===== src/rtl/assert_macros.svh =====
// ----------------------------------------------------------------------------
// Assertion macros
// Shared helpers for concurrent assertions clocked on clk with arst_n.
// ----------------------------------------------------------------------------
`ifndef ASSERT_MACROS_SVH
`define ASSERT_MACROS_SVH

// Implication checked at every edge outside reset.
`define ASSERT_CLK(label, prop, msg) \
	label: assert property (@(posedge clk) disable iff (!arst_n) prop) else $error(msg);

// Property that must hold even while reset is asserted.
`define ASSERT_ALWAYS(label, prop, msg) \
	label: assert property (@(posedge clk) prop) else $error(msg);

`endif


===== src/rtl/lpfp_pkg.sv =====
// ----------------------------------------------------------------------------
// lpfp_pkg
// Types and constants shared by the length-prefixed frame parser.
// ----------------------------------------------------------------------------
`default_nettype none

package lpfp_pkg;

	localparam int HEADER_BYTES = 20;
	localparam int LEN_END      = 4;
	localparam int MSG_END      = 8;
	localparam int SEQ_END      = 12;

	localparam int QUEUE_DEPTH  = 2;
	localparam int APB_ADDR_W   = 3;
	localparam int APB_DATA_W   = 32;
	localparam int CFG_W        = 16;
	localparam logic [CFG_W-1:0] MAX_FRAME_RESET = 16'hFFFF;

	localparam int TDATA_W      = 152;

	typedef enum logic [1:0] {
		KIND_HEADER = 2'd0,
		KIND_BODY   = 2'd1,
		KIND_ERROR  = 2'd2
	} kind_t;

	typedef struct packed {
		kind_t              kind;
		logic [31:0]        message_id;
		logic [31:0]        sequence_id;
		logic signed [63:0] sender_id;
		logic [15:0]        body_length;
		logic [7:0]         body_byte;
		logic               last;
	} item_t;

	typedef struct packed {
		logic full;
		logic empty;
	} qstat_t;

endpackage

`default_nettype wire


===== src/rtl/lpfp_front.sv =====
// ----------------------------------------------------------------------------
// lpfp_front
// Accepts stream bytes, tracks header and body position, and classifies
// the last header byte and each body byte into a header, body or error record.
// ----------------------------------------------------------------------------
`default_nettype none

module lpfp_front (
	input  wire logic                    clk,
	input  wire logic                    arst_n,
	input  wire logic                    byte_valid,
	output logic                         byte_ready,
	input  wire logic [7:0]              stream_byte,
	input  wire logic [15:0]             max_frame_bytes,
	input  wire lpfp_pkg::qstat_t        qstat,
	output logic                         push,
	output lpfp_pkg::item_t              item
);
	import lpfp_pkg::*;

	logic [4:0]  header_count_q;
	logic [31:0] length_shift_q;
	logic [31:0] message_shift_q;
	logic [31:0] sequence_shift_q;
	logic [63:0] sender_shift_q;
	logic [15:0] body_remaining_q;
	logic        stuck_error_q;

	logic        accept;
	logic        work;
	logic        in_body;
	logic        hdr_done;
	logic        bad_len;
	logic [63:0] sender_next;

	assign byte_ready  = !qstat.full;
	assign accept      = byte_valid && byte_ready;
	assign work        = accept && !stuck_error_q;
	assign in_body     = body_remaining_q != 16'd0;
	assign hdr_done    = header_count_q == 5'(HEADER_BYTES - 1);
	assign sender_next = {sender_shift_q[55:0], stream_byte};
	assign bad_len     = (length_shift_q < 32'(HEADER_BYTES)) ||
		(length_shift_q > {16'd0, max_frame_bytes});

	always_comb begin
		item = '0;
		push = 1'b0;
		if (work) begin
			if (in_body) begin
				push           = 1'b1;
				item.kind      = KIND_BODY;
				item.body_byte = stream_byte;
				item.last      = body_remaining_q == 16'd1;
			end else if (hdr_done) begin
				push = 1'b1;
				if (bad_len) begin
					item.kind = KIND_ERROR;
					item.last = 1'b1;
				end else begin
					item.kind        = KIND_HEADER;
					item.message_id  = message_shift_q;
					item.sequence_id = sequence_shift_q;
					item.sender_id   = sender_next;
					item.body_length = 16'(length_shift_q - 32'(HEADER_BYTES));
					item.last        = length_shift_q == 32'(HEADER_BYTES);
				end
			end
		end
	end

	always_ff @(posedge clk or negedge arst_n) begin
		if (!arst_n) begin
			header_count_q   <= '0;
			length_shift_q   <= '0;
			message_shift_q  <= '0;
			sequence_shift_q <= '0;
			sender_shift_q   <= '0;
			body_remaining_q <= '0;
			stuck_error_q    <= 1'b0;
		end else if (work) begin
			if (in_body) begin
				body_remaining_q <= body_remaining_q - 16'd1;
			end else begin
				if (header_count_q < 5'(LEN_END)) begin
					length_shift_q <= {length_shift_q[23:0], stream_byte};
				end else if (header_count_q < 5'(MSG_END)) begin
					message_shift_q <= {message_shift_q[23:0], stream_byte};
				end else if (header_count_q < 5'(SEQ_END)) begin
					sequence_shift_q <= {sequence_shift_q[23:0], stream_byte};
				end else begin
					sender_shift_q <= sender_next;
				end
				if (hdr_done) begin
					header_count_q <= '0;
					if (bad_len) begin
						stuck_error_q <= 1'b1;
					end else begin
						body_remaining_q <= 16'(length_shift_q - 32'(HEADER_BYTES));
					end
				end else begin
					header_count_q <= header_count_q + 5'd1;
				end
			end
		end
	end

endmodule

`default_nettype wire


===== src/rtl/lpfp_queue.sv =====
// ----------------------------------------------------------------------------
// lpfp_queue
// Short first-in first-out queue of classified records between the front
// and the back.
// ----------------------------------------------------------------------------
`default_nettype none

module lpfp_queue #(
	parameter int DEPTH = lpfp_pkg::QUEUE_DEPTH
) (
	input  wire logic             clk,
	input  wire logic             arst_n,
	input  wire logic             push,
	input  wire lpfp_pkg::item_t  push_item,
	input  wire logic             pop,
	output lpfp_pkg::item_t       head_item,
	output lpfp_pkg::qstat_t      qstat
);
	import lpfp_pkg::*;

	localparam int PTR_W = (DEPTH > 1) ? $clog2(DEPTH) : 1;
	localparam int CNT_W = $clog2(DEPTH + 1);

	item_t             mem [DEPTH];
	logic [PTR_W-1:0]  wr_ptr_q;
	logic [PTR_W-1:0]  rd_ptr_q;
	logic [CNT_W-1:0]  count_q;
	logic              do_push;
	logic              do_pop;

	assign qstat.full  = count_q == CNT_W'(DEPTH);
	assign qstat.empty = count_q == '0;
	assign do_push     = push && !qstat.full;
	assign do_pop      = pop && !qstat.empty;
	assign head_item   = mem[rd_ptr_q];

	always_ff @(posedge clk) begin
		if (do_push) begin
			mem[wr_ptr_q] <= push_item;
		end
	end

	always_ff @(posedge clk or negedge arst_n) begin
		if (!arst_n) begin
			wr_ptr_q <= '0;
			rd_ptr_q <= '0;
			count_q  <= '0;
		end else begin
			if (do_push) begin
				wr_ptr_q <= (wr_ptr_q == PTR_W'(DEPTH - 1)) ? '0 : wr_ptr_q + PTR_W'(1);
			end
			if (do_pop) begin
				rd_ptr_q <= (rd_ptr_q == PTR_W'(DEPTH - 1)) ? '0 : rd_ptr_q + PTR_W'(1);
			end
			if (do_push && !do_pop) begin
				count_q <= count_q + CNT_W'(1);
			end else if (do_pop && !do_push) begin
				count_q <= count_q - CNT_W'(1);
			end
		end
	end

endmodule

`default_nettype wire


===== src/rtl/lpfp_back.sv =====
// ----------------------------------------------------------------------------
// lpfp_back
// Pulls records from the queue into the output register and presents them
// on the master stream.
// ----------------------------------------------------------------------------
`default_nettype none

module lpfp_back (
	input  wire logic                          clk,
	input  wire logic                          arst_n,
	input  wire lpfp_pkg::qstat_t              qstat,
	input  wire lpfp_pkg::item_t               head_item,
	output logic                               pop,
	output logic                               m_tvalid,
	input  wire logic                          m_tready,
	output logic [lpfp_pkg::TDATA_W-1:0]       m_tdata,
	output lpfp_pkg::kind_t                    m_tuser,
	output logic                               m_tlast
);
	import lpfp_pkg::*;

	item_t out_q;
	logic  valid_q;

	assign pop      = !qstat.empty && (!valid_q || m_tready);
	assign m_tvalid = valid_q;
	assign m_tuser  = out_q.kind;
	assign m_tlast  = out_q.last;
	assign m_tdata  = {out_q.body_byte, out_q.body_length, out_q.sender_id,
		out_q.sequence_id, out_q.message_id};

	always_ff @(posedge clk or negedge arst_n) begin
		if (!arst_n) begin
			valid_q <= 1'b0;
		end else if (!valid_q || m_tready) begin
			valid_q <= !qstat.empty;
		end
	end

	always_ff @(posedge clk) begin
		if (pop) begin
			out_q <= head_item;
		end
	end

endmodule

`default_nettype wire


===== src/rtl/length_prefixed_frame_parser_core.sv =====
// ----------------------------------------------------------------------------
// length_prefixed_frame_parser_core
// Splits a byte stream into frames with a 20-byte big-endian header and
// emits a header beat, one beat per body byte, or a single error beat.
// ----------------------------------------------------------------------------
// The core takes one stream byte per cycle while s_tready is high and delivers
// up to one result beat per cycle. A byte is classified by the front in the
// cycle it is accepted and written into a two-entry queue; the back moves it
// from the queue into the output register once that register is empty or
// being taken. While the master side stalls, s_tready falls once the
// queue holds two beats behind the waiting output register. Header bytes other
// than the twentieth produce no beat. After a length below 20 or above
// max_frame_bytes the error beat is sent and all further bytes are dropped
// until reset. max_frame_bytes sits at byte address 0 of the APB port and is
// applied at the next length check.
`default_nettype none

module length_prefixed_frame_parser_core #(
	parameter int QUEUE_DEPTH = lpfp_pkg::QUEUE_DEPTH
) (
	input  wire logic                              clk,
	input  wire logic                              arst_n,
	input  wire logic                              s_tvalid,
	output logic                                   s_tready,
	// Fields from bit 0: stream_byte[7:0].
	input  wire logic [7:0]                        s_tdata,
	output logic                                   m_tvalid,
	input  wire logic                              m_tready,
	// Fields from bit 0: message_id[31:0], sequence_id[63:32],
	// sender_id[127:64], body_length[143:128], body_byte[151:144].
	output logic [lpfp_pkg::TDATA_W-1:0]           m_tdata,
	// Fields from bit 0: kind[1:0].
	output lpfp_pkg::kind_t                        m_tuser,
	output logic                                   m_tlast,
	input  wire logic                              psel,
	input  wire logic                              penable,
	input  wire logic                              pwrite,
	input  wire logic [lpfp_pkg::APB_ADDR_W-1:0]   paddr,
	input  wire logic [lpfp_pkg::APB_DATA_W-1:0]   pwdata,
	output logic [lpfp_pkg::APB_DATA_W-1:0]        prdata,
	output logic                                   pready
);
	import lpfp_pkg::*;

	localparam logic REG_MAX_FRAME_BYTES = 1'b0;

	logic [CFG_W-1:0] max_frame_bytes_q;
	logic             cfg_write;
	logic             push;
	logic             pop;
	item_t            push_item;
	item_t            head_item;
	qstat_t           qstat;

	assign pready    = 1'b1;
	assign cfg_write = psel && penable && pwrite && pready;

	always_comb begin
		unique case (paddr[2])
			REG_MAX_FRAME_BYTES: prdata = {16'd0, max_frame_bytes_q};
			default:             prdata = '0;
		endcase
	end

	always_ff @(posedge clk or negedge arst_n) begin
		if (!arst_n) begin
			max_frame_bytes_q <= MAX_FRAME_RESET;
		end else if (cfg_write && (paddr[2] == REG_MAX_FRAME_BYTES)) begin
			max_frame_bytes_q <= pwdata[CFG_W-1:0];
		end
	end

	lpfp_front u_front (
		.clk             (clk),
		.arst_n          (arst_n),
		.byte_valid      (s_tvalid),
		.byte_ready      (s_tready),
		.stream_byte     (s_tdata),
		.max_frame_bytes (max_frame_bytes_q),
		.qstat           (qstat),
		.push            (push),
		.item            (push_item)
	);

	lpfp_queue #(
		.DEPTH (QUEUE_DEPTH)
	) u_queue (
		.clk       (clk),
		.arst_n    (arst_n),
		.push      (push),
		.push_item (push_item),
		.pop       (pop),
		.head_item (head_item),
		.qstat     (qstat)
	);

	lpfp_back u_back (
		.clk       (clk),
		.arst_n    (arst_n),
		.qstat     (qstat),
		.head_item (head_item),
		.pop       (pop),
		.m_tvalid  (m_tvalid),
		.m_tready  (m_tready),
		.m_tdata   (m_tdata),
		.m_tuser   (m_tuser),
		.m_tlast   (m_tlast)
	);

`include "assert_macros.svh"

	`ASSERT_CLK(a_no_push_when_full, qstat.full |-> !push, "Record pushed into a full queue.")
	`ASSERT_CLK(a_error_is_last, (m_tvalid && (m_tuser == KIND_ERROR)) |-> m_tlast, "Error beat without last.")
	`ASSERT_CLK(a_silent_after_error, (m_tvalid && m_tready && (m_tuser == KIND_ERROR)) |=> !m_tvalid, "Beat sent after the error beat.")
	`ASSERT_CLK(a_ready_tracks_queue, s_tready == !qstat.full, "Input ready disagrees with queue space.")

endmodule

`default_nettype wire

===== config.mk =====
export PLATFORM = sky130hd
export DESIGN_NAME = length_prefixed_frame_parser_core
export DESIGN_NICKNAME = d
export VERILOG_FILES = /design/src/rtl/lpfp_pkg.sv /design/src/rtl/lpfp_front.sv /design/src/rtl/lpfp_queue.sv /design/src/rtl/lpfp_back.sv /design/src/rtl/length_prefixed_frame_parser_core.sv
export VERILOG_INCLUDE_DIRS = /design/src /design/src/rtl
export SDC_FILE = /design/constraint.sdc
export NUM_CORES = 1
export LEC_CHECK = 0
export ABC_CLOCK_PERIOD_IN_PS = 14100
export BUFFER_PORTS_ARGS = -buffer_cell sky130_fd_sc_hd__buf_2
export CAP_MARGIN = 5
export CORE_MARGIN = 3
export CORE_UTILIZATION = 55
export DETAILED_ROUTE_END_ITERATION = 6
export MAX_ROUTING_LAYER = met4
export PLACE_DENSITY = 0.75
export SYNTH_ARGS = -nofsm -noshare
export SYNTH_HDL_FRONTEND = slang
export SYNTH_SLANG_ARGS = --single-unit

===== constraint.sdc =====
create_clock -name clk -period 14.1 [get_ports clk]
set_input_delay 0 -clock clk [delete_from_list [all_inputs] [get_ports clk]]
set_output_delay 0 -clock clk [all_outputs]
set_load 0.01 [all_outputs]

# Yosys cells after proc, flatten, opt, wreduce, memory -nomap -nowiden
# Memory sizes are Yosys's and may differ from the RTL's. A register that Yosys moved wholly into a read port is not among the register bits.
# Index checks and enable logic that the tools add are counted.
# totals
input_bits	50
reg_bits	195
mem_bits_rw	310
memories	1
# classes
magnitude_cmp	5
muxes	24
add_sub_neg	7
n_eq_ne	5
reduce_logical	29
bitwise_logic	5
# memory_table
name	depth	width	rd	rd_clocked_by_memory_dff	wr	line_no	source
u_queue.mem	2	155	1	1	1	lpfp_queue.sv:24	item_t mem [DEPTH];
# op_table
op	n
$mux W144	2
$mux W155	1
$mux W146	1
$mux W16	4
$eq A32 B5 Y1 const B	1
$gt A32 B16 Y1	1
$lt A32 B5 Y1 const B	1
$eq A16 B1 Y1 const B	1
$reduce_bool A16 Y1	1
$sub A16 B1 Y16 const B	1
$sub A16 B5 Y16 const B	1
$logic_and A1 B1 Y1	10
$lt A5 B4 Y1 const B	2
$mux W1	10
$reduce_and A5 Y1	2
$mux W2	4
$mux W8	1
$reduce_and A4 Y1	2
$logic_not A1 Y1	6
$reduce_and A3 Y1	2
$add A5 B1 Y5 const B	1
$eq A5 B5 Y1 const B	1
$lt A5 B3 Y1 const B	1
$mux W5	1
other kinds (10)	17

# Logic depth before layout (Yosys ltp)
# Gate-level depths: netlist of run 1.
# logic_depth
ltp_word	10
ltp_mapped	10
mapped_depth_nobuf	9

# By module
# Synthesis of run 1 repeated with hierarchy kept, for this count alone.
# unflattened
hier_cells	1496
area_unflattened_um2	26060.0
# by_module_without_submodules
module	cells_per_inst	n_inst	area_each_um2	seq_area_each_um2
lpfp_queue	501	1	11436.0	9409.0
lpfp_front	765	1	8999.9	4354.2
lpfp_back	160	1	4704.5	4679.5
length_prefixed_frame_parser_core	70	1	919.6	420.4

# Least setup slack after synthesis of run 1
# Ideal clock, no wire load.
# synth_path
path_type	reg2reg
startpoint	reg u_front.body_remaining_q[0]
endpoint	mem u_queue.mem[0][0] (netlist name), enable pin
period_less_slack_ps	8954
required_time_ps	13409
setup_time_ps	691
path_stages_with_launch	8
slack_ps	5146
t_arrival_ps	8264
path_cell_list	dfrtp_1 > inv_1 > ha_1 > nor3b_2 > and4_1 > clkbuf_1 > a21oi_1 > nor2b_1
# synth_between
elab_chain_len	6
# synth_rtl
item	line_no	source
from (decl)	lpfp_front.sv:26	logic [15:0] body_remaining_q;
from (signal assigned)	lpfp_front.sv:82	body_remaining_q <= body_remaining_q - 16'd1;
from (signal assigned)	lpfp_front.sv:98	body_remaining_q <= 16'(length_shift_q - 32'(HEADER_BYTES));
$reduce_bool A16 Y1	lpfp_front.sv:39	assign in_body = body_remaining_q != 16'd0;
$mux W1	lpfp_front.sv:49	if (in_body) begin
$mux W1	lpfp_front.sv:48	if (work) begin
$logic_and A1 B1 Y1	lpfp_queue.sv:33	assign do_push = push && !qstat.full;
via u_queue.do_push	lpfp_queue.sv:28	logic do_push;
$mux W1	lpfp_queue.sv:38	if (do_push) begin
$mux W1 (not written as such)	lpfp_queue.sv:39	mem[wr_ptr_q] <= push_item;
to (decl)	lpfp_queue.sv:24	
# The timed path passes the listed nets, and every way through them passes these cells.

# Worst setup path after layout of run 1
# layout_path
startpoint	reg u_front.body_remaining_q[0]
endpoint	reg u_front.body_remaining_q[2]
# layout_between
elab_chain_len	3
word_cells_on_any_way	6
# layout_rtl
item
branches (longest 3 deep; another with $sub A16 B1 Y16)
# Several ways; the timed one is not identified.
# A chain may end at the register's enable or synchronous reset.

==> impl_metrics.xml, run 1 <==
<?xml version="1.0" encoding="UTF-8"?>
<metrics>
  <group name="yosys">
    <metric name="post_syn_instances" unit="">1485</metric>
    <metric name="syn-cell-area" unit="um2">25700</metric>
    <metric name="synth.yosys.seq_area_share" unit="">0.733</metric>
    <metric name="dominantRegCellSynth" unit="">sky130_fd_sc_hd__edfxtp_1</metric>
    <metric name="synth_edf_count" unit="">465</metric>
    <metric name="ys_seq_elements" unit="">660</metric>
    <metric name="syn-mean-instance-area" unit="um2">17.3</metric>
    <metric name="postSynth.asyncResetShare" unit="">0.295</metric>
    <metric name="number_of_unique_standard_cell_types_used_by_synthesis" unit="">61</metric>
    <metric name="ys_warn_count" unit="">0</metric>
  </group>
  <group name="detailed_routing">
    <metric name="drt_pass1_iterations" unit="">5</metric>
    <metric name="vias_per_cell" unit="">5.43</metric>
    <metric name="drt_iter0_drc" unit="">892</metric>
    <metric name="detailroute.wirelength.met2" unit="um">23700</metric>
    <metric name="post_route_drc" unit="">0</metric>
    <metric name="routed-via-count" unit="">13000</metric>
    <metric name="met3_wl_post_dr" unit="um">2310</metric>
    <metric name="detail_route.wirelength" unit="um">48600</metric>
    <metric name="top_layer_used" unit="">met4</metric>
    <metric name="wirelength_met1" unit="um">21200</metric>
    <metric name="drtAntennaViolNets" unit="">0</metric>
    <metric name="drt-wirelength-per-cell" unit="um">20.3</metric>
  </group>
  <group name="sta">
    <metric name="setup_viol_count_final" unit="">0</metric>
    <metric name="fin_setup_tns" unit="ns">0</metric>
    <metric name="min_period" unit="ns">3.70</metric>
    <metric name="layout_setup_ws" unit="ns">10.40</metric>
    <metric name="fin_worst_skew" unit="ns">0.0169</metric>
    <metric name="slew_viol_final" unit="">0</metric>
    <metric name="fmax" unit="MHz">270</metric>
    <metric name="timing.final.hold_violations" unit="">0</metric>
    <metric name="maxSlewHeadroom" unit="">0.132</metric>
    <metric name="final.period_utilization" unit="">0.263</metric>
    <metric name="timing_worst_slew_pin_value" unit="ns">1.30</metric>
    <metric name="grt_setup_unrepaired" unit="">no</metric>
  </group>
  <group name="worst_setup_path">
    <metric name="worst_ep_arrival_time" unit="ns">4.15</metric>
    <metric name="worst_setup_path_end_kind" unit="">flop</metric>
    <metric name="rrSetupSlack" unit="ns">10.40</metric>
    <metric name="crit-reg2reg-launch" unit="">u_front.body_remaining_q[0]</metric>
    <metric name="setup.worst_path.start_class" unit="">flop</metric>
    <metric name="worst_r2r_path_depth" unit="">8</metric>
    <metric name="cp_max_fanout" unit="">21</metric>
    <metric name="critical_path.startpoint" unit="">u_front.body_remaining_q[0]</metric>
    <metric name="critical_path_class" unit="">flop to flop</metric>
    <metric name="cp_data_required_time" unit="ns">14.55</metric>
    <metric name="worstReg2RegEnd" unit="">u_front.body_remaining_q[2]</metric>
  </group>
  <group name="power">
    <metric name="power_leakage" unit="nW">12.0</metric>
    <metric name="power.density" unit="nW/um2">189</metric>
    <metric name="irDropWorstVdd" unit="mV">0.210</metric>
  </group>
  <group name="global_routing">
    <metric name="pin_count_of_the_biggest_net_entering_global_routing" unit="">154</metric>
    <metric name="global_route.usage.total" unit="">0.203</metric>
    <metric name="vias_in_the_first_global_route" unit="">13300</metric>
    <metric name="first_pass_grt_wire_length" unit="um">75700</metric>
    <metric name="grt_overflow" unit="">0</metric>
    <metric name="antenna_found_initial" unit="">3</metric>
  </group>
  <group name="worst_hold_path">
    <metric name="hold_path_end" unit="">max_frame_bytes_q[15]</metric>
    <metric name="worst_hold_startpoint" unit="">pwdata[15]</metric>
    <metric name="min_path_type" unit="">input port to flop</metric>
    <metric name="holdPathStages" unit="">3</metric>
  </group>
  <group name="clock_network">
    <metric name="clkSlewWorstSetupHoldPaths" unit="ns">0.06</metric>
    <metric name="numCtsBuffers" unit="">66</metric>
    <metric name="clock_insertion_delay_at_the_later_pin_of_the_skew_report" unit="ns">0.57</metric>
    <metric name="number_of_clock_sinks" unit="">660</metric>
    <metric name="cts_max_path_buffers" unit="">3</metric>
    <metric name="cts_tree" unit="">done</metric>
    <metric name="cts_max_level" unit="">3</metric>
    <metric name="cts_setup_buffers" unit="">0</metric>
    <metric name="buffer_cell_driving_the_clock_tree_root" unit="">sky130_fd_sc_hd__clkbuf_16</metric>
  </group>
  <group name="die">
    <metric name="boundary_pin_count" unit="">240</metric>
    <metric name="number_of_placement_rows" unit="">78</metric>
    <metric name="core" unit="um2">45800</metric>
    <metric name="die_w" unit="um">222</metric>
    <metric name="dieArea" unit="um2">49400</metric>
    <metric name="die_y" unit="um">222</metric>
    <metric name="initial_core_util" unit="">0.562</metric>
  </group>
  <group name="layout">
    <metric name="layout-drive-gt1-share" unit="">0.375</metric>
    <metric name="flow.area_growth_from_synthesis" unit="%">15.5</metric>
    <metric name="layout.core_utilization" unit="">0.649</metric>
    <metric name="design.final.nets" unit="">1810</metric>
    <metric name="num-fill-cells" unit="">3167</metric>
    <metric name="instances_no_fill" unit="">2388</metric>
  </group>
  <group name="placed_design">
    <metric name="detailedPlacementHpwl" unit="um">28300</metric>
    <metric name="dp_slack" unit="ns">10.43</metric>
    <metric name="portBuffers" unit="">204</metric>
    <metric name="place_congestion" unit="">0.820</metric>
    <metric name="post-place-cells" unit="">2241</metric>
  </group>
  <group name="status">
    <metric name="status" unit="">finished clean</metric>
  </group>
  <group name="flow_run">
    <metric name="maxCapViolations" unit="">0</metric>
  </group>
</metrics>
==> worst max path at each step <==
| stage | endpoint | slack [ns] | cells past startpoint |
|---|---|---|---|
| floorplan | u_queue.mem[0][0] | 5.15 | 7 |
| global placement | u_queue.mem[1][112] | 10.53 | 7 |
| detailed placement | u_queue.mem[1][105] | 10.43 | 7 |
| CTS | u_queue.mem[1][89] | 10.41 | 7 |
| global route | u_front.body_remaining_q[2] | 10.21 | 8 |
| finish | u_front.body_remaining_q[2] | 10.40 | 8 |
==> placed cells by master, fill, tap and decap left out, types with 5 or more instances in the layout <==
master,n
sky130_fd_sc_hd__o21ai_0,10
sky130_fd_sc_hd__clkbuf_16,68
sky130_fd_sc_hd__a21oi_1,28
sky130_fd_sc_hd__mux2_2,301
sky130_fd_sc_hd__nand2_1,17
sky130_fd_sc_hd__conb_1,17
sky130_fd_sc_hd__inv_1,23
sky130_fd_sc_hd__nor2b_1,5
sky130_fd_sc_hd__o22a_1,8
sky130_fd_sc_hd__clkinv_2,10
sky130_fd_sc_hd__xnor2_1,10
sky130_fd_sc_hd__xor2_1,8
sky130_fd_sc_hd__nor4_1,11
sky130_fd_sc_hd__edfxtp_1,465
sky130_fd_sc_hd__bufinv_16,7
sky130_fd_sc_hd__nand4_1,7
sky130_fd_sc_hd__nor3_1,5
sky130_fd_sc_hd__mux2_4,20
sky130_fd_sc_hd__dlygate4sd3_1,28
sky130_fd_sc_hd__buf_2,203
sky130_fd_sc_hd__dfrtp_1,178
sky130_fd_sc_hd__nand3_1,9
sky130_fd_sc_hd__and2_1,140
sky130_fd_sc_hd__clkbuf_1,11
sky130_fd_sc_hd__dfstp_2,16
sky130_fd_sc_hd__buf_4,14
sky130_fd_sc_hd__ha_1,22
sky130_fd_sc_hd__mux2_1,5
sky130_fd_sc_hd__clkinv_1,13
sky130_fd_sc_hd__nor2_1,59
sky130_fd_sc_hd__a22oi_1,6
==> kinds of logic (layout without fill, tap and decap cells) <==
group	count (synthesis)	count (layout)	synth area share
and+or+nand+nor	281	281	0.0645
buffers and inverters	102	389	0.0210
xor gates and xnor gates	18	18	0.00613
AOI/OAI and AO/OA	73	73	0.0185
other	2	18	0.000292
DFF	660	660	0.733
muxes	327	327	0.146
adders and majority gates	22	22	0.0107
==> worst max-delay path, cell delays in order, from the launching register on <==
cell	delay [ns]
sky130_fd_sc_hd__dfrtp_1	0.43
sky130_fd_sc_hd__inv_1	0.08
sky130_fd_sc_hd__ha_1	0.18
sky130_fd_sc_hd__nor3b_2	0.37
sky130_fd_sc_hd__and4_1	0.76
sky130_fd_sc_hd__nor2_1	0.20
sky130_fd_sc_hd__a31oi_1	0.98
sky130_fd_sc_hd__a21boi_0	0.25
sky130_fd_sc_hd__mux2_2	0.33
==> cell type report <==
| type | count | area (um2) | area share |
|---|---|---|---|
| clock inverter | 37 | 375 | 0.0126 |
| tap | 600 | 751 | 0.0253 |
| clock buffer | 80 | 1760 | 0.0591 |
| inverter | 24 | 95.1 | 0.00320 |
| timing repair buffer | 248 | 1460 | 0.0492 |
| antenna | 1 | 2.50 | 0.0000842 |
| sequential | 660 | 18900 | 0.635 |
| multi-input combinational | 738 | 6420 | 0.216 |
==> synth_stat cells, types with 3 or more instances <==
cell / n / area, um2
sky130_fd_sc_hd__buf_6: 5 / 56.3
sky130_fd_sc_hd__o21ai_0: 10 / 50.1
sky130_fd_sc_hd__dfstp_2: 16 / 420
sky130_fd_sc_hd__nor3_1: 6 / 30.0
sky130_fd_sc_hd__nand2b_1: 3 / 18.8
sky130_fd_sc_hd__nand4_1: 7 / 43.8
sky130_fd_sc_hd__a22oi_1: 6 / 45.0
sky130_fd_sc_hd__o22a_1: 8 / 70.1
sky130_fd_sc_hd__and2_1: 141 / 882
sky130_fd_sc_hd__a31oi_1: 3 / 18.8
sky130_fd_sc_hd__mux2_1: 5 / 56.3
sky130_fd_sc_hd__or3_1: 3 / 18.8
sky130_fd_sc_hd__nand3_1: 9 / 45.0
sky130_fd_sc_hd__nor4_1: 11 / 68.8
sky130_fd_sc_hd__xnor2_1: 10 / 87.6
sky130_fd_sc_hd__mux2_2: 301 / 3390
sky130_fd_sc_hd__xor2_1: 8 / 70.1
sky130_fd_sc_hd__nor2b_1: 6 / 37.5
sky130_fd_sc_hd__a21oi_1: 28 / 140
sky130_fd_sc_hd__a21o_1: 3 / 22.5
sky130_fd_sc_hd__buf_2: 5 / 25.0
sky130_fd_sc_hd__nor4_4: 3 / 63.8
sky130_fd_sc_hd__dfrtp_1: 179 / 4480
sky130_fd_sc_hd__nand2_1: 17 / 63.8
sky130_fd_sc_hd__ha_1: 22 / 275
sky130_fd_sc_hd__edfxtp_1: 465 / 14000
sky130_fd_sc_hd__buf_4: 24 / 180
sky130_fd_sc_hd__nor2_1: 60 / 225
sky130_fd_sc_hd__mux2_4: 20 / 300
sky130_fd_sc_hd__inv_1: 24 / 90.1
sky130_fd_sc_hd__clkbuf_1: 41 / 154
==> power breakdown <==
part           internal [W]  total, W  switching, W  leakage [nW]
combinational      0.000426   0.00105      0.000622          3.88
sequential          0.00268   0.00285      0.000171          7.10
clock               0.00102   0.00172      0.000697          1.04
total               0.00413   0.00562       0.00149          12.0
==> stage by stage <==
step	hold WS, ns	total power, W	area [um2]
floorplan	-0.296	0.00355	25800
global placement	-0.0343	0.00392	27300
detailed placement	-0.0319	0.00395	27300
CTS	0.149	0.00569	29700
global route	0.182	0.00588	29700
finish	0.193	0.00562	29700
==> routing by layer <==
| metal | vias up | GRT usage |
|---|---|---|
| li1 | 5988 | - |
| met1 | 6532 | 0.271 |
| met2 | 362 | 0.321 |
| met3 | 90 | 0.0325 |
| met4 | 0 | 0.0722 |
| met5 | - | - |
==> state kept, by name, summed over array words and instances (netlist names) <==
signal                    flops
u_front.stuck_error_q         1
u_queue.count_q               2
u_back.m_tvalid               1
u_front.body_remaining_q     16
u_front.sequence_shift_q     32
u_back.m_tuser                2
u_front.message_shift_q      32
u_front.header_count_q        5
u_front.sender_shift_q       56
u_queue.rd_ptr_q              1
max_frame_bytes_q            16
u_queue.wr_ptr_q              1
u_back.m_tlast                1
u_back.m_tdata              152
u_front.length_shift_q       32
u_queue.mem                 310
==> timing repair <==
| action | in CTS | in global routing |
|---|---|---|
| resized for setup | 0 | 0 |
| hold endpoints to repair | 109 | 0 |
| hold buffers | 29 | 0 |
Note: power is estimated with default switching activity, not from simulation.
==> run 2, diff against run 1 <==
--- a/config.mk
+++ b/config.mk
@@ -6,11 +6,11 @@
 export SDC_FILE = /design/constraint.sdc
 export NUM_CORES = 1
 export LEC_CHECK = 0
-export ABC_CLOCK_PERIOD_IN_PS = 14100
+export ABC_CLOCK_PERIOD_IN_PS = 3100
 export BUFFER_PORTS_ARGS = -buffer_cell sky130_fd_sc_hd__buf_2
 export CAP_MARGIN = 5
 export CORE_MARGIN = 3
-export CORE_UTILIZATION = 55
+export CORE_UTILIZATION = 53
 export DETAILED_ROUTE_END_ITERATION = 6
 export MAX_ROUTING_LAYER = met4
 export PLACE_DENSITY = 0.75
==> constraint.sdc (replaced) <==
create_clock -name clk -period 3.1 [get_ports clk]
set_input_delay 0 -clock clk [delete_from_list [all_inputs] [get_ports clk]]
set_output_delay 0 -clock clk [all_outputs]
set_load 0.01 [all_outputs]
==> impl_metrics.xml, run 2 (synthesis gave the netlist of run 1 again) <==
<?xml version="1.0" encoding="UTF-8"?>
<metrics>
  <group name="status">
    <metric name="status" unit="">finished clean</metric>
  </group>
  <group name="layout">
    <metric name="layout-drive-gt1-share" unit="">0.392</metric>
    <metric name="largest_reg_flops" unit="">310</metric>
    <metric name="final_common_cell" unit="">sky130_fd_sc_hd__edfxtp_1</metric>
    <metric name="max_flop_register" unit="">u_queue.mem</metric>
    <metric name="layout.core_utilization" unit="">0.635</metric>
    <metric name="most_frequent_cells_in_the_layout" unit="">465 x sky130_fd_sc_hd__edfxtp_1, 301 x sky130_fd_sc_hd__mux2_2, 203 x sky130_fd_sc_hd__buf_2</metric>
    <metric name="design.final.nets" unit="">1845</metric>
    <metric name="flow.area_growth_from_synthesis" unit="%">18.0</metric>
    <metric name="antennaDiodeCount" unit="">0</metric>
  </group>
  <group name="worst_setup_path">
    <metric name="cp_top_family" unit="">simple AND/OR/NAND/NOR gates</metric>
    <metric name="cp_data_required_time" unit="ns">3.44</metric>
    <metric name="crit_cells" unit="">10</metric>
    <metric name="cp_most_frequent_cell" unit="">sky130_fd_sc_hd__buf_4</metric>
    <metric name="critical_path.cell_chain" unit="">inv_1, ha_1, nand4_1, nor4_2, a21bo_2, a31oi_1, nor3_2, buf_4, buf_4, and2_1</metric>
    <metric name="worst_ep_arrival_time" unit="ns">3.21</metric>
    <metric name="worst_r2r_path_depth" unit="">10</metric>
    <metric name="rrSetupSlack" unit="ns">0.22</metric>
    <metric name="setup.worst_path.start_class" unit="">flop</metric>
    <metric name="critical_path_class" unit="">flop to flop</metric>
    <metric name="critical_path.n_buffers_inverters" unit="">3</metric>
    <metric name="worst_setup_path_end_kind" unit="">flop</metric>
    <metric name="crit-reg2reg-launch" unit="">max_frame_bytes_q[15]</metric>
    <metric name="cp_max_fanout" unit="">19</metric>
    <metric name="critical-path-max-stage-delay" unit="ns">0.53</metric>
    <metric name="worstReg2RegEnd" unit="">u_queue.mem[1][145]</metric>
    <metric name="timing.critical_path.slowest_stage_cell" unit="">sky130_fd_sc_hd__dfstp_2</metric>
  </group>
  <group name="sta">
    <metric name="finalHoldWorstSlack" unit="ns">0.0567</metric>
    <metric name="setup_viol_count_final" unit="">0</metric>
    <metric name="timing.final.hold_violations" unit="">0</metric>
    <metric name="timing_worst_slew_pin_value" unit="ns">0.883</metric>
    <metric name="fmax" unit="MHz">348</metric>
    <metric name="fin_worst_skew" unit="ns">0.0259</metric>
    <metric name="slew_viol_final" unit="">0</metric>
    <metric name="min_period" unit="ns">2.88</metric>
    <metric name="grt_setup_unrepaired" unit="">no</metric>
    <metric name="final.period_utilization" unit="">0.928</metric>
    <metric name="maxSlewHeadroom" unit="">0.411</metric>
  </group>
  <group name="placed_design">
    <metric name="place_congestion" unit="">0.826</metric>
    <metric name="portBuffers" unit="">204</metric>
    <metric name="detailedPlacementHpwl" unit="um">30700</metric>
  </group>
  <group name="power">
    <metric name="power_leakage" unit="nW">12.3</metric>
    <metric name="power.density" unit="nW/um2">858</metric>
    <metric name="irDropWorstVdd" unit="mV">1.21</metric>
  </group>
  <group name="clock_network">
    <metric name="number_of_clock_sinks" unit="">660</metric>
    <metric name="clock_insertion_delay_at_the_later_pin_of_the_skew_report" unit="ns">0.60</metric>
    <metric name="buffer_cell_driving_the_clock_tree_root" unit="">sky130_fd_sc_hd__clkbuf_16</metric>
    <metric name="cts_tree" unit="">done</metric>
    <metric name="numCtsBuffers" unit="">69</metric>
    <metric name="cts_max_level" unit="">3</metric>
    <metric name="clkSlewWorstSetupHoldPaths" unit="ns">0.06</metric>
    <metric name="cts_max_path_buffers" unit="">3</metric>
  </group>
  <group name="die">
    <metric name="dieArea" unit="um2">51200</metric>
    <metric name="number_of_placement_rows" unit="">80</metric>
    <metric name="core" unit="um2">47800</metric>
    <metric name="die_w" unit="um">226</metric>
    <metric name="boundary_pin_count" unit="">240</metric>
    <metric name="die_y" unit="um">226</metric>
    <metric name="initial_core_util" unit="">0.538</metric>
  </group>
  <group name="detailed_routing">
    <metric name="drtAntennaViolNets" unit="">0</metric>
    <metric name="detail_route.wirelength" unit="um">50500</metric>
    <metric name="post_route_drc" unit="">0</metric>
    <metric name="drt-wirelength-per-cell" unit="um">20.7</metric>
    <metric name="drt_pass1_iterations" unit="">5</metric>
    <metric name="routed-via-count" unit="">13200</metric>
    <metric name="vias_per_cell" unit="">5.40</metric>
    <metric name="drt_iter0_drc" unit="">917</metric>
  </group>
  <group name="flow_run">
    <metric name="maxCapViolations" unit="">0</metric>
  </group>
  <group name="global_routing">
    <metric name="grt_overflow" unit="">0</metric>
    <metric name="global_route.usage.total" unit="">0.205</metric>
    <metric name="first_pass_grt_wire_length" unit="um">77500</metric>
    <metric name="pin_count_of_the_biggest_net_entering_global_routing" unit="">94</metric>
    <metric name="antenna_found_initial" unit="">0</metric>
    <metric name="vias_in_the_first_global_route" unit="">13800</metric>
  </group>
  <group name="worst_hold_path">
    <metric name="min_path_type" unit="">input port to async pin</metric>
  </group>
</metrics>
-- run 2: cell count changes in the layout (fill, tap and decap cells not counted), sizes merged --
cell and delta:
diode -1, inv +1, clkbuf +14, buf +34
bufinv -3, clkinv -5, clkinvlp +3, dlygate4sd3 -2
-- run 2: metal layers --
layer	share of wire	track usage	wire length (um)	vias to the layer above
met5	0	-	0	-
met2	0.50	0.331	25200	339
met4	0.026	0.0723	1320	0
li1	-	-	-	6073
met3	0.047	0.0359	2390	91
met1	0.43	0.264	21700	6703
-- run 2: area by class of cell --
type | count | area, um2
inverter | 24 | 93.8
sequential | 660 | 18900
fill | 3373 | 17500
tap | 615 | 769
clock inverter | 33 | 293
timing repair buffer | 280 | 1930
clock buffer | 94 | 1970
multi-input combinational | 738 | 6450
-- run 2: power by group --
part / switching (W) / internal (W)
Combinational: 0.00294 / 0.00211
Sequential: 0.000738 / 0.0122
Clock: 0.00330 / 0.00480
Total: 0.00698 / 0.0191
-- run 2: worst max path at each step --
stage | endpoint | slack, ns | startpoint
2_1_floorplan | u_queue.mem[0][0] | -0.99 | u_front.body_remaining_q[0]
4_1_cts | u_queue.mem[0][145] | 0.15 | max_frame_bytes_q[15]
3_5_place_dp | u_queue.mem[0][148] | 0.18 | max_frame_bytes_q[11]
5_1_grt | u_front.body_remaining_q[14] | 0.02 | max_frame_bytes_q[14]
6_report | u_queue.mem[1][145] | 0.22 | max_frame_bytes_q[15]
3_3_place_gp | u_queue.mem[0][148] | 0.21 | max_frame_bytes_q[15]
-- run 2: what timing repair did --
| action | CTS | global route |
|---|---|---|
| hold endpoints to repair | 155 | 0 |
| setup endpoints to repair | 0 | 217 |
| hold buffers | 26 | 0 |
| resized for setup | 0 | 1 |
| buffers inserted | 0 | 0 |
-- run 2: through the flow --
stage / setup TNS, ns / std cells / power [W] / cell area (um2) / setup slack (ns)
global route: 0 / 2444 / 0.0272 / 30400 / 0.0182
detailed placement: 0 / 2291 / 0.0182 / 27800 / 0.180
finish: 0 / 2444 / 0.0261 / 30400 / 0.223
CTS: 0 / 2444 / 0.0264 / 30400 / 0.151
floorplan: -286.06 / 1500 / 0.0160 / 25800 / -0.990
global placement: 0 / 2291 / 0.0180 / 27800 / 0.215
